<file path="src/hw/rtl/brl_pkg.sv">
// ----------------------------------------------------------------------------
// brl_pkg: shared types and constants for the line rasterizer.
// Holds field widths, request and register codes, the request and pixel
// payload types, and the command and status types between controller and
// datapath.
// ----------------------------------------------------------------------------
package brl_pkg;

  localparam int COORD_BITS   = 12;
  localparam int DIM_BITS     = 13;
  localparam int CHAN_BITS    = 3;
  localparam int IDX_BITS     = 26;
  localparam int COLOR_BITS   = 32;
  localparam int CFG_IDX_BITS = 2;
  localparam int CFG_DATA_BITS = DIM_BITS;
  localparam int CMP_BITS     = (COORD_BITS > DIM_BITS) ? COORD_BITS : DIM_BITS;
  localparam int ROW_BITS     = COORD_BITS + DIM_BITS;

  localparam logic REQ_LOAD = 1'b0;
  localparam logic REQ_STEP = 1'b1;

  localparam logic [CFG_IDX_BITS-1:0] REG_IMAGE_WIDTH   = 2'd0;
  localparam logic [CFG_IDX_BITS-1:0] REG_IMAGE_HEIGHT  = 2'd1;
  localparam logic [CFG_IDX_BITS-1:0] REG_CHANNEL_COUNT = 2'd2;

  localparam logic [DIM_BITS-1:0]  WIDTH_RESET   = 13'd512;
  localparam logic [DIM_BITS-1:0]  HEIGHT_RESET  = 13'd512;
  localparam logic [CHAN_BITS-1:0] CHANNEL_RESET = 3'd3;

  typedef struct packed {
    logic                         req_type;
    logic signed [COORD_BITS-1:0] start_x;
    logic signed [COORD_BITS-1:0] start_y;
    logic signed [COORD_BITS-1:0] end_x;
    logic signed [COORD_BITS-1:0] end_y;
    logic [COLOR_BITS-1:0]        draw_color;
  } req_t;

  typedef struct packed {
    logic signed [COORD_BITS-1:0] pixel_x;
    logic signed [COORD_BITS-1:0] pixel_y;
    logic                         inside_res;
    logic [IDX_BITS-1:0]          byte_index;
    logic [COLOR_BITS-1:0]        pixel_color;
    logic                         last;
  } pix_t;

  typedef struct packed {
    logic load;
    logic step;
    logic drain;
  } cmd_t;

  typedef struct packed {
    logic active;
  } stat_t;

  typedef enum logic {
    ST_EMPTY,
    ST_FULL
  } state_t;

endpackage

</file>
<file path="src/hw/rtl/brl_ctrl.sv">
// ----------------------------------------------------------------------------
// brl_ctrl: controller for the line rasterizer.
// Tracks whether the pixel stage is occupied and whether the output register
// holds a pixel, and issues load, step and drain commands to the datapath.
// ----------------------------------------------------------------------------
module brl_ctrl (
  input  logic           clk,
  input  logic           rst,
  input  logic           req_valid,
  input  logic           req_type,
  output logic           req_stall,
  output logic           pix_valid,
  input  logic           pix_stall,
  input  brl_pkg::stat_t stat,
  output brl_pkg::cmd_t  cmd
);

  brl_pkg::state_t state;
  brl_pkg::state_t state_next;
  logic            pix_valid_next;
  logic            drain;
  logic            fire;

  always_ff @(posedge clk) begin
    if (rst) begin
      state     <= brl_pkg::ST_EMPTY;
      pix_valid <= 1'b0;
    end else begin
      state     <= state_next;
      pix_valid <= pix_valid_next;
    end
  end

  always_comb begin
    drain     = (state == brl_pkg::ST_FULL) && (!pix_valid || !pix_stall);
    req_stall = (state == brl_pkg::ST_FULL) && !drain;
    fire      = req_valid && !req_stall;

    cmd.load  = fire && (req_type == brl_pkg::REQ_LOAD);
    cmd.step  = fire && (req_type == brl_pkg::REQ_STEP) && stat.active;
    cmd.drain = drain;

    state_next = state;
    case (state)
      brl_pkg::ST_EMPTY: begin
        if (cmd.step) state_next = brl_pkg::ST_FULL;
      end
      brl_pkg::ST_FULL: begin
        if (drain && !cmd.step) state_next = brl_pkg::ST_EMPTY;
      end
      default: state_next = brl_pkg::ST_EMPTY;
    endcase

    if (drain) begin
      pix_valid_next = 1'b1;
    end else if (!pix_stall) begin
      pix_valid_next = 1'b0;
    end else begin
      pix_valid_next = pix_valid;
    end
  end

endmodule

</file>
<file path="src/hw/rtl/brl_dpath.sv">
// ----------------------------------------------------------------------------
// brl_dpath: datapath for the line rasterizer.
// Holds the configuration registers and the line state, performs the error
// update for each step, and computes clipping and the frame buffer byte
// offset over a pixel stage and an output register.
// ----------------------------------------------------------------------------
module brl_dpath (
  input  logic                                 clk,
  input  logic                                 rst,
  input  brl_pkg::cmd_t                        cmd,
  input  brl_pkg::req_t                        req_data,
  input  logic                                 cfg_valid,
  input  logic [brl_pkg::CFG_IDX_BITS-1:0]     cfg_index,
  input  logic [brl_pkg::CFG_DATA_BITS-1:0]    cfg_data,
  output brl_pkg::stat_t                       stat,
  output brl_pkg::pix_t                        pix_data
);

  localparam int CB = brl_pkg::COORD_BITS;
  localparam int IB = brl_pkg::IDX_BITS;

  logic [brl_pkg::DIM_BITS-1:0]  image_width;
  logic [brl_pkg::DIM_BITS-1:0]  image_height;
  logic [brl_pkg::CHAN_BITS-1:0] channel_count;

  logic                          active;
  logic signed [CB-1:0]          cur_x;
  logic signed [CB-1:0]          cur_y;
  logic signed [CB-1:0]          goal_x;
  logic signed [CB-1:0]          goal_y;
  logic [CB:0]                   abs_dx;
  logic signed [CB+1:0]          neg_abs_dy;
  logic                          dir_x;
  logic                          dir_y;
  logic signed [CB+2:0]          error_term;
  logic [brl_pkg::COLOR_BITS-1:0] line_color;

  logic signed [CB-1:0]          p1_x;
  logic signed [CB-1:0]          p1_y;
  logic                          p1_inside;
  logic                          p1_last;
  logic [brl_pkg::COLOR_BITS-1:0] p1_color;
  logic [IB-1:0]                 p1_row;

  logic signed [CB:0]            dx;
  logic signed [CB:0]            dy;
  logic [CB:0]                   abs_dx_load;
  logic signed [CB+1:0]          nady_load;
  logic signed [CB+2:0]          err_load;
  logic signed [CB+3:0]          e2;
  logic                          move_x;
  logic                          move_y;
  logic signed [CB+2:0]          error_next;
  logic                          at_end;
  logic                          on_image;
  logic [brl_pkg::CMP_BITS-1:0]  ux;
  logic [brl_pkg::CMP_BITS-1:0]  uy;
  logic [brl_pkg::CMP_BITS-1:0]  uw;
  logic [brl_pkg::CMP_BITS-1:0]  uh;
  logic [brl_pkg::ROW_BITS-1:0]  row_full;
  logic [IB-1:0]                 row_sum;
  logic [IB+2:0]                 idx_full;

  assign stat.active = active;

  always_comb begin
    dx          = {req_data.end_x[CB-1], req_data.end_x} -
                  {req_data.start_x[CB-1], req_data.start_x};
    dy          = {req_data.end_y[CB-1], req_data.end_y} -
                  {req_data.start_y[CB-1], req_data.start_y};
    abs_dx_load = dx[CB] ? $unsigned(-dx) : $unsigned(dx);
    nady_load   = dy[CB] ? {dy[CB], dy} : -{dy[CB], dy};
    err_load    = $signed({2'b00, abs_dx_load}) + {nady_load[CB+1], nady_load};

    at_end = (cur_x == goal_x) && (cur_y == goal_y);
    e2     = {error_term, 1'b0};
    move_x = e2 >= $signed({{2{neg_abs_dy[CB+1]}}, neg_abs_dy});
    move_y = e2 <= $signed({3'b000, abs_dx});
    error_next = error_term +
                 (move_x ? {neg_abs_dy[CB+1], neg_abs_dy} : '0) +
                 (move_y ? $signed({2'b00, abs_dx}) : '0);

    ux = brl_pkg::CMP_BITS'($unsigned(cur_x));
    uy = brl_pkg::CMP_BITS'($unsigned(cur_y));
    uw = brl_pkg::CMP_BITS'(image_width);
    uh = brl_pkg::CMP_BITS'(image_height);
    on_image = !cur_x[CB-1] && !cur_y[CB-1] && (ux < uw) && (uy < uh);

    row_full = brl_pkg::ROW_BITS'($unsigned(cur_y)) *
               brl_pkg::ROW_BITS'(image_width);

    row_sum  = p1_row + IB'($unsigned(p1_x));
    idx_full = (IB+3)'(row_sum) * (IB+3)'(channel_count);
  end

  always_ff @(posedge clk) begin
    if (rst) begin
      image_width   <= brl_pkg::WIDTH_RESET;
      image_height  <= brl_pkg::HEIGHT_RESET;
      channel_count <= brl_pkg::CHANNEL_RESET;
    end else if (cfg_valid) begin
      case (cfg_index)
        brl_pkg::REG_IMAGE_WIDTH:   image_width   <= cfg_data;
        brl_pkg::REG_IMAGE_HEIGHT:  image_height  <= cfg_data;
        brl_pkg::REG_CHANNEL_COUNT: channel_count <= cfg_data[brl_pkg::CHAN_BITS-1:0];
        default: ;
      endcase
    end
  end

  always_ff @(posedge clk) begin
    if (rst) begin
      active <= 1'b0;
    end else if (cmd.load) begin
      active <= 1'b1;
    end else if (cmd.step && at_end) begin
      active <= 1'b0;
    end
  end

  always_ff @(posedge clk) begin
    if (cmd.load) begin
      cur_x      <= req_data.start_x;
      cur_y      <= req_data.start_y;
      goal_x     <= req_data.end_x;
      goal_y     <= req_data.end_y;
      abs_dx     <= abs_dx_load;
      neg_abs_dy <= nady_load;
      dir_x      <= !(req_data.start_x < req_data.end_x);
      dir_y      <= !(req_data.start_y < req_data.end_y);
      error_term <= err_load;
      line_color <= req_data.draw_color;
    end else if (cmd.step && !at_end) begin
      error_term <= error_next;
      if (move_x) cur_x <= dir_x ? cur_x - 1'b1 : cur_x + 1'b1;
      if (move_y) cur_y <= dir_y ? cur_y - 1'b1 : cur_y + 1'b1;
    end
  end

  always_ff @(posedge clk) begin
    if (cmd.step) begin
      p1_x      <= cur_x;
      p1_y      <= cur_y;
      p1_inside <= on_image;
      p1_last   <= at_end;
      p1_color  <= line_color;
      p1_row    <= IB'(row_full);
    end
  end

  always_ff @(posedge clk) begin
    if (cmd.drain) begin
      pix_data.pixel_x     <= p1_x;
      pix_data.pixel_y     <= p1_y;
      pix_data.inside_res  <= p1_inside;
      pix_data.byte_index  <= p1_inside ? idx_full[IB-1:0] : '0;
      pix_data.pixel_color <= p1_color;
      pix_data.last        <= p1_last;
    end
  end

endmodule

</file>
<file path="src/hw/rtl/bresenham_line_rasterizer.sv">
// ----------------------------------------------------------------------------
// bresenham_line_rasterizer: integer line rasterizer with clipping and frame
// buffer addressing.
// A load request produces nothing. Each step request while a line is active
// produces one pixel, and the block accepts one request per clock as long as
// the pixel output is not stalled. An accepted step request performs the
// error update and registers the row offset multiply in the pixel stage; the
// column add and the channel scaling then go into the output register when
// the pixel stage drains. The input stalls only while a pixel waits in the
// pixel stage behind a stalled output register.
// ----------------------------------------------------------------------------
module bresenham_line_rasterizer (
  input  logic                              clk,
  input  logic                              rst,
  input  logic                              req_valid,
  output logic                              req_stall,
  input  brl_pkg::req_t                     req_data,
  output logic                              pix_valid,
  input  logic                              pix_stall,
  output brl_pkg::pix_t                     pix_data,
  input  logic                              cfg_valid,
  output logic                              cfg_ready,
  input  logic [brl_pkg::CFG_IDX_BITS-1:0]  cfg_index,
  input  logic [brl_pkg::CFG_DATA_BITS-1:0] cfg_data
);

  brl_pkg::cmd_t  cmd;
  brl_pkg::stat_t stat;

  assign cfg_ready = 1'b1;

  brl_ctrl u_ctrl (
    .clk       (clk),
    .rst       (rst),
    .req_valid (req_valid),
    .req_type  (req_data.req_type),
    .req_stall (req_stall),
    .pix_valid (pix_valid),
    .pix_stall (pix_stall),
    .stat      (stat),
    .cmd       (cmd)
  );

  brl_dpath u_dpath (
    .clk       (clk),
    .rst       (rst),
    .cmd       (cmd),
    .req_data  (req_data),
    .cfg_valid (cfg_valid && cfg_ready),
    .cfg_index (cfg_index),
    .cfg_data  (cfg_data),
    .stat      (stat),
    .pix_data  (pix_data)
  );

  a_stall_cause: assert property (@(posedge clk) disable iff (rst)
    req_stall |-> (pix_valid && pix_stall))
    else $error("Request stalled while the output register could move.");

  a_load_active: assert property (@(posedge clk) disable iff (rst)
    cmd.load |=> stat.active)
    else $error("Line not active after a load.");

  a_outside_index: assert property (@(posedge clk) disable iff (rst)
    (pix_valid && !pix_data.inside_res) |-> (pix_data.byte_index == '0))
    else $error("Clipped pixel carries a nonzero byte index.");

  a_step_needs_line: assert property (@(posedge clk) disable iff (rst)
    cmd.step |-> (stat.active && !cmd.load))
    else $error("Step issued with no active line.");

endmodule
</file>
<file path="config.mk">
export PLATFORM = sky130hd
export DESIGN_NAME = bresenham_line_rasterizer
export DESIGN_NICKNAME = d
export VERILOG_FILES = /design/src/hw/rtl/brl_pkg.sv /design/src/hw/rtl/brl_ctrl.sv /design/src/hw/rtl/brl_dpath.sv /design/src/hw/rtl/bresenham_line_rasterizer.sv
export SDC_FILE = /design/constraint.sdc
export NUM_CORES = 1
export LEC_CHECK = 0
export BUFFER_PORTS_ARGS = -buffer_cell sky130_fd_sc_hd__buf_2
export CORE_MARGIN = 5
export CORE_UTILIZATION = 45
export CTS_CLUSTER_DIAMETER = 50
export DETAILED_ROUTE_END_ITERATION = 16
export GPL_ROUTABILITY_DRIVEN = 1
export HOLD_SLACK_MARGIN = 0.1
export PLACE_DENSITY = 0.75
export SLEW_MARGIN = 20
export SYNTH_ARGS = -nofsm -noshare
export SYNTH_HDL_FRONTEND = slang
export SYNTH_SLANG_ARGS = --single-unit
</file>
<file path="constraint.sdc">
create_clock -name clk -period 8.9 [get_ports clk]
set_input_delay 1.335 -clock clk [delete_from_list [all_inputs] [get_ports clk]]
set_output_delay 1.335 -clock clk [all_outputs]
set_load 0.02 [all_outputs]
</file>
Yosys cells after proc, flatten, opt, wreduce, memory -nomap -nowiden. Cells that the tools add are included.

Add/subtract/negate cells: 12. $mul: 2. Divide/modulo/power cells: 0. Magnitude comparators: 6. Equality and inequality tests: 5. Shifts and indexed selects: 0. Muxes and demuxes: 21. Bitwise gates (word level): 2. Reduce and logical (&&, ||, !) cells: 34.

Operators with widths (count): $mux 12 (8); $mux 15 (3); $add 15x15->15 (2); $add 25x12->26 (1); $lt 12x13->1 (2); $mul 26x3->26 (1); $mux 13 (2); $sub 12x12->13 (2); $mul 12x13->25 (1); $add 12x1->12 const B (2); $eq 12x12->1 (2); $lt 12x12->1 (2); $sub 12x1->12 const B (2); $ge 16x14->1 (1); $le 16x14->1 (1); $add 14x14->15 (1); $mux 14 (1); $neg 14->14 (1); $logic_and 1x1->1 (13); $neg 13->13 (1); $logic_not 1->1 (10); $reduce_and 2->1 (5); $reduce_bool 2->1 (4); $mux 1 (6); other kinds (7) (8).

Register bits after elaboration: 323. Latch bits: 0. RAM bits: 0. Memory bits (read-only): 0. Input port bits: 101. Logic and storage cells: 110. Memories kept: 0.

Logic depth before layout (Yosys ltp).
Word-level depth: 13. Gate-level depth with buffers: 24.

By module. Synthesis repeated with hierarchy kept, for this count alone.

Cells, all modules: 2315. Area total of the unflattened synthesis: 23851.6 µm².

By module, submodules not included: brl_dpath (instances 1, cells an instance 2301, area an instance 23736.5 µm²); brl_ctrl (instances 1, cells an instance 12, area an instance 103.8 µm²); bresenham_line_rasterizer (instances 1, cells an instance 2, area an instance 11.3 µm²).

Worst setup path after synthesis. Ideal clock, no wire load.

Kind: input port to flip-flop. Start point: in pix_stall. End point: reg, netlist name u_dpath.pix_data[0]. Setup time: 654 ps. Arrival time: 7436 ps. Setup slack: 810 ps. Stages on the path: 1. Path buffers: 0. Cell sequence: a21boi_0.

Longest elaborated chain between the ends: 3.

Ends and longest elaborated chain: from (decl) (line bresenham_line_rasterizer.sv:19) `input logic pix_stall,`; $logic_not 1->1 (line brl_ctrl.sv:35) `drain = (state == brl_pkg::ST_FULL) && (!pix_valid || !pix_stall);`; $logic_or 1x1->1 (line brl_ctrl.sv:35); $logic_and 1x1->1 (line brl_ctrl.sv:35).

No other way between the ends. A chain may end at the register's enable or synchronous reset.

Final worst setup path.
Start point: reg u_dpath.cur_y[8]. End point: reg u_dpath.p1_row[22] (data pin).

Longest elaborated chain between the ends: 1.

Ends and longest elaborated chain: from (decl) (line brl_dpath.sv:28) `logic signed [CB-1:0] cur_y;`; from (signal assigned) (line brl_dpath.sv:124) `cur_y <= req_data.start_y;`; from (signal assigned) (line brl_dpath.sv:136) `if (move_y) cur_y <= dir_y ? cur_y - 1'b1 : cur_y + 1'b1;`; $mul 12x13->25 (line brl_dpath.sv:89) `row_full = brl_pkg::ROW_BITS'($unsigned(cur_y)) *`; via u_dpath.row_full, one bit (line brl_dpath.sv:60) `logic [brl_pkg::ROW_BITS-1:0] row_full;`; to (signal assigned) (line brl_dpath.sv:147) `p1_row <= IB'(row_full);`; to (decl) (line brl_dpath.sv:43) `logic [IB-1:0] p1_row;`.

The timed path passes the listed nets, and every way through them passes these cells.

==> metrics <==
Clock Tree Root clkbuf_16; crit path capture type register; Final Cycle Share 0.706; Top delay family on crit path adder cells; Final Slew Violations 0; detailed-route via count ~17000; Final setup viols 0; Initial Util 0.454; Sw Ratio 0.377; Die Y-Extent ~240 um; Ys Warns 0; largest net degree at the start of global routing 90; critical path type register to register; worst vdd ir between 0.0002 and 0.00025 V; start of the worst register-to-register path u_dpath.cur_y[8]$_DFFE_PP_; Worst Max-Slew Pin Slew around 1100 ps; DRT iter0 DRCs 1340; Vias/cell 5.40; biggest cell delay along the critical path 720 ps; Worst EP arrival 6580 ps; most frequent cells in the layout 341 x inv_1, 301 x nand2_1, 291 x edfxtp_1, 223 x ha_1, 186 x buf_2; Post-CTS Setup Inserts 0; internal cell power 3970 uW; Tot GR Track Use 0.200; Tmin final around 6300 ps; Worst Setup EP u_dpath.p1_row[22]$_DFFE_PP_; hold_sp u_dpath.line_color[6]$_DFFE_PP_; Post-Route Setup TNS 0 ps; FP Rows between 80 and 90; first-pass GRT wire length between 90000 and 100000 um; TritonRoute pass-1 iters 6; R2R depth 20; startpoint types register; # diodes 0; Reg2Reg Setup Slack between 2000 and 3000 ps; aggregate routed wire length 57400 um; Synth async-reset ratio 0; Power Dens Cells around 240 nW/um^2; CTS sink count 323; Setup Skew about 16 ps; Hold Crit Class register to register; Yosys cell types between 70 and 80; FF+latch count, synth between 300 and 400; WP depth 20; Buf+Inv Stages, Crit Path 4; Clk pin slew, worst setup/hold paths around 60 ps; Pwr Total roughly 6400 uW; final hold violations 0; Post-CTS Resized 0; Rel. slew slack 0.292; Flop pwr share 0.323; clk buf depth 3; combinational power share 0.428; slowest stage cell, crit path edfxtp_1; Cells after Synth 2329; MaxCap Viol Count 0; antenna-violating nets left 0; Top-Level Pins 188; Layout area overhead 12.4%; Seq/Total Area, Yosys 0.392; Clk Latency, worst-skew pair approximately 560 ps; Pleak about 0.012 uW; RSZ-0062 raised after global routing no; status finished, final reports clean; core area 52700 um^2; GRT overflow 0; syn_area_per_cell 10.3 um^2; H-tree depth 2; Critical Path Start u_dpath.cur_y[8]$_DFFE_PP_; reg-to-reg critical path endpoint u_dpath.p1_row[22]$_DFFE_PP_; number of global-route vias before repair between 15000 and 20000; area of the die 57900 um^2; IO Port Bufs approximately 190; clock network fraction of total power 0.248; cts bufs inserted roughly 40; initial antenna violation count 1; hold-fix buffers at CTS 0; layout cells sized above 1 0.114; peak fanout along the critical path 17; EDFF count, synth between 200 and 300; Critical Path RT 9200 ps; achievable frequency about 160 MHz; syn_nets 2807; CP most frequent cell fa_1; fillers between 4000 and 5000; Die X roughly 240 um; DRC 0; Sw Pwr ~2400 uW; critical-path cell list and2_1 -> fa_1 -> inv_1 -> fa_1 -> inv_1 -> fa_1 -> fa_1 -> inv_1 -> fa_1 -> inv_1 -> ha_1 -> a21o_1 -> nor3_1 -> a211o_1 -> a21oi_1 -> o31a_1 -> a21o_1 -> a21oi_1 -> o21ai_0 -> xnor2_1; CTS tree done; Syn Std Cell Area about 24000 um^2; post-DP HPWL about 44000 um; main flop type after synthesis edfxtp_1; Placer Congestion between 0.9 and 1; fin nets 2982; WL/cell about 18 um; most common cell after layout, fill and taps aside inv_1
==> cell type report <==
type	instances	area [um^2]	area share
clock inverters	22	198	0.00736
repair buffers	193	987	0.0367
inverters	342	1290	0.0479
clock buffers	52	1110	0.0413
flip-flops and latches	323	9380	0.349
multi-input cells	1603	13100	0.486
well taps	688	861	0.0320
==> metal layers <==
metal / vias to the layer above / GRT usage / share of wire
met1: 8403 / 0.273 / 0.43
met5: - / 0 / 0.00023
met3: 121 / 0.0369 / 0.081
met4: 2 / 0.0641 / 0.031
met2: 681 / 0.326 / 0.46
li1: 8210 / - / -
==> cell usage after synthesis, types with 3 or more instances <==
| library cell | number | area, um^2 |
|---|---|---|
| a211oi_1 | 11 | 82.6 |
| clkbuf_1 | 58 | 218 |
| a21boi_0 | 8 | 60.1 |
| o21a_1 | 13 | 97.6 |
| a211o_1 | 9 | 78.8 |
| nand2b_1 | 24 | 150 |
| o21ai_1 | 3 | 15.0 |
| dfxtp_1 | 32 | 641 |
| mux2i_1 | 3 | 30.0 |
| o31a_1 | 3 | 26.3 |
| nand3_1 | 32 | 160 |
| nor4_1 | 8 | 50.1 |
| a21oi_1 | 142 | 711 |
| nand4b_1 | 3 | 26.3 |
| nand3b_1 | 5 | 37.5 |
| nand4_1 | 20 | 125 |
| nor3b_1 | 5 | 37.5 |
| o211ai_1 | 7 | 52.6 |
| a211oi_2 | 4 | 50.1 |
| a21o_1 | 44 | 330 |
| nor2_1 | 96 | 360 |
| inv_1 | 342 | 1280 |
| edfxtp_1 | 291 | 8740 |
| a31oi_1 | 10 | 62.6 |
| or2_2 | 6 | 37.5 |
| o21ai_0 | 63 | 315 |
| and3_1 | 10 | 62.6 |
| nor3_1 | 27 | 135 |
| o21bai_1 | 15 | 113 |
| or3_1 | 7 | 43.8 |
| o31ai_1 | 14 | 105 |
| nand2_1 | 301 | 1130 |
| and2_1 | 86 | 538 |
| and4_1 | 3 | 26.3 |
| a41oi_1 | 4 | 35.0 |
| xnor2_1 | 125 | 1090 |
| xor2_1 | 35 | 307 |
| nor2b_1 | 35 | 219 |
| ha_1 | 223 | 2790 |
| fa_1 | 154 | 3080 |
==> how the worst min path moves through the flow <==
stage / endpoint / slack [ps] / cells after the start
after detailed placement: u_dpath.p1_color[11]$_DFFE_PP_ / 400 / 0
after CTS: u_dpath.pix_data[10]$_DFFE_PP_ / 420 / 0
after global placement: u_dpath.pix_data[12]$_DFFE_PP_ / 400 / 0
after floorplan: u_dpath.p1_color[0]$_DFFE_PP_ / 400 / 0
after global routing: u_dpath.pix_data[6]$_DFFE_PP_ / 420 / 0
final: u_dpath.p1_color[6]$_DFFE_PP_ / 420 / 0
==> logic make-up after synthesis <==
kind of cell,count (synthesis),share of synthesized area
AND/OR/NAND/NOR,681,0.137
buffers and inverters,403,0.0635
multiplexers,4,0.00173
XOR/XNOR,160,0.0586
flip-flops,323,0.392
AO/OA/AOI/OAI,380,0.102
adder cells (fa/ha/maj),377,0.246
other,1,0.000157
==> flip-flops by register name, indices dropped and copies added, names as in the netlist, 14 cells and up <==
signal,flops
u_dpath.error_term,15
u_dpath.line_color,32
u_dpath.neg_abs_dy,14
u_dpath.p1_color,32
u_dpath.p1_row,25
u_dpath.pix_data,84
==> worst register-to-register path: cells and delay by family, from the launching register on <==
family                     cells  cell delay, ps
buffers and inverters          4             200
and+or+nand+nor                2             550
AOI/OAI and AO/OA              7            1420
adders and majority gates      6            2960
xor gates and xnor gates       1             150
DFF                            1             720
==> stage by stage <==
stage          hold WS [ps]  setup slack, ps  instance area, um^2  instances  utilization
6_report                415             2620                26900       3223        0.510
5_1_grt                 423             2390                26900       3223        0.510
4_1_cts                 418             2730                26900       3223        0.510
3_5_place_dp            405             2400                25600       3149        0.485
3_3_place_gp            400             2500                25600       3149        0.485
2_1_floorplan           400              810                23900       2329            -
==> power groups by stage <==
stage / Combinational [uW] / Sequential (uW) / Clock, uW
global placement: 2570 / 2080 / 0
detailed placement: 2680 / 2080 / 0
global route: 3100 / 2070 / 1680
CTS: 2710 / 2050 / 1620
finish: 2730 / 2060 / 1580
floorplan: 2120 / 1990 / 0
No activity file was read; power rests on OpenSTA's default activity.
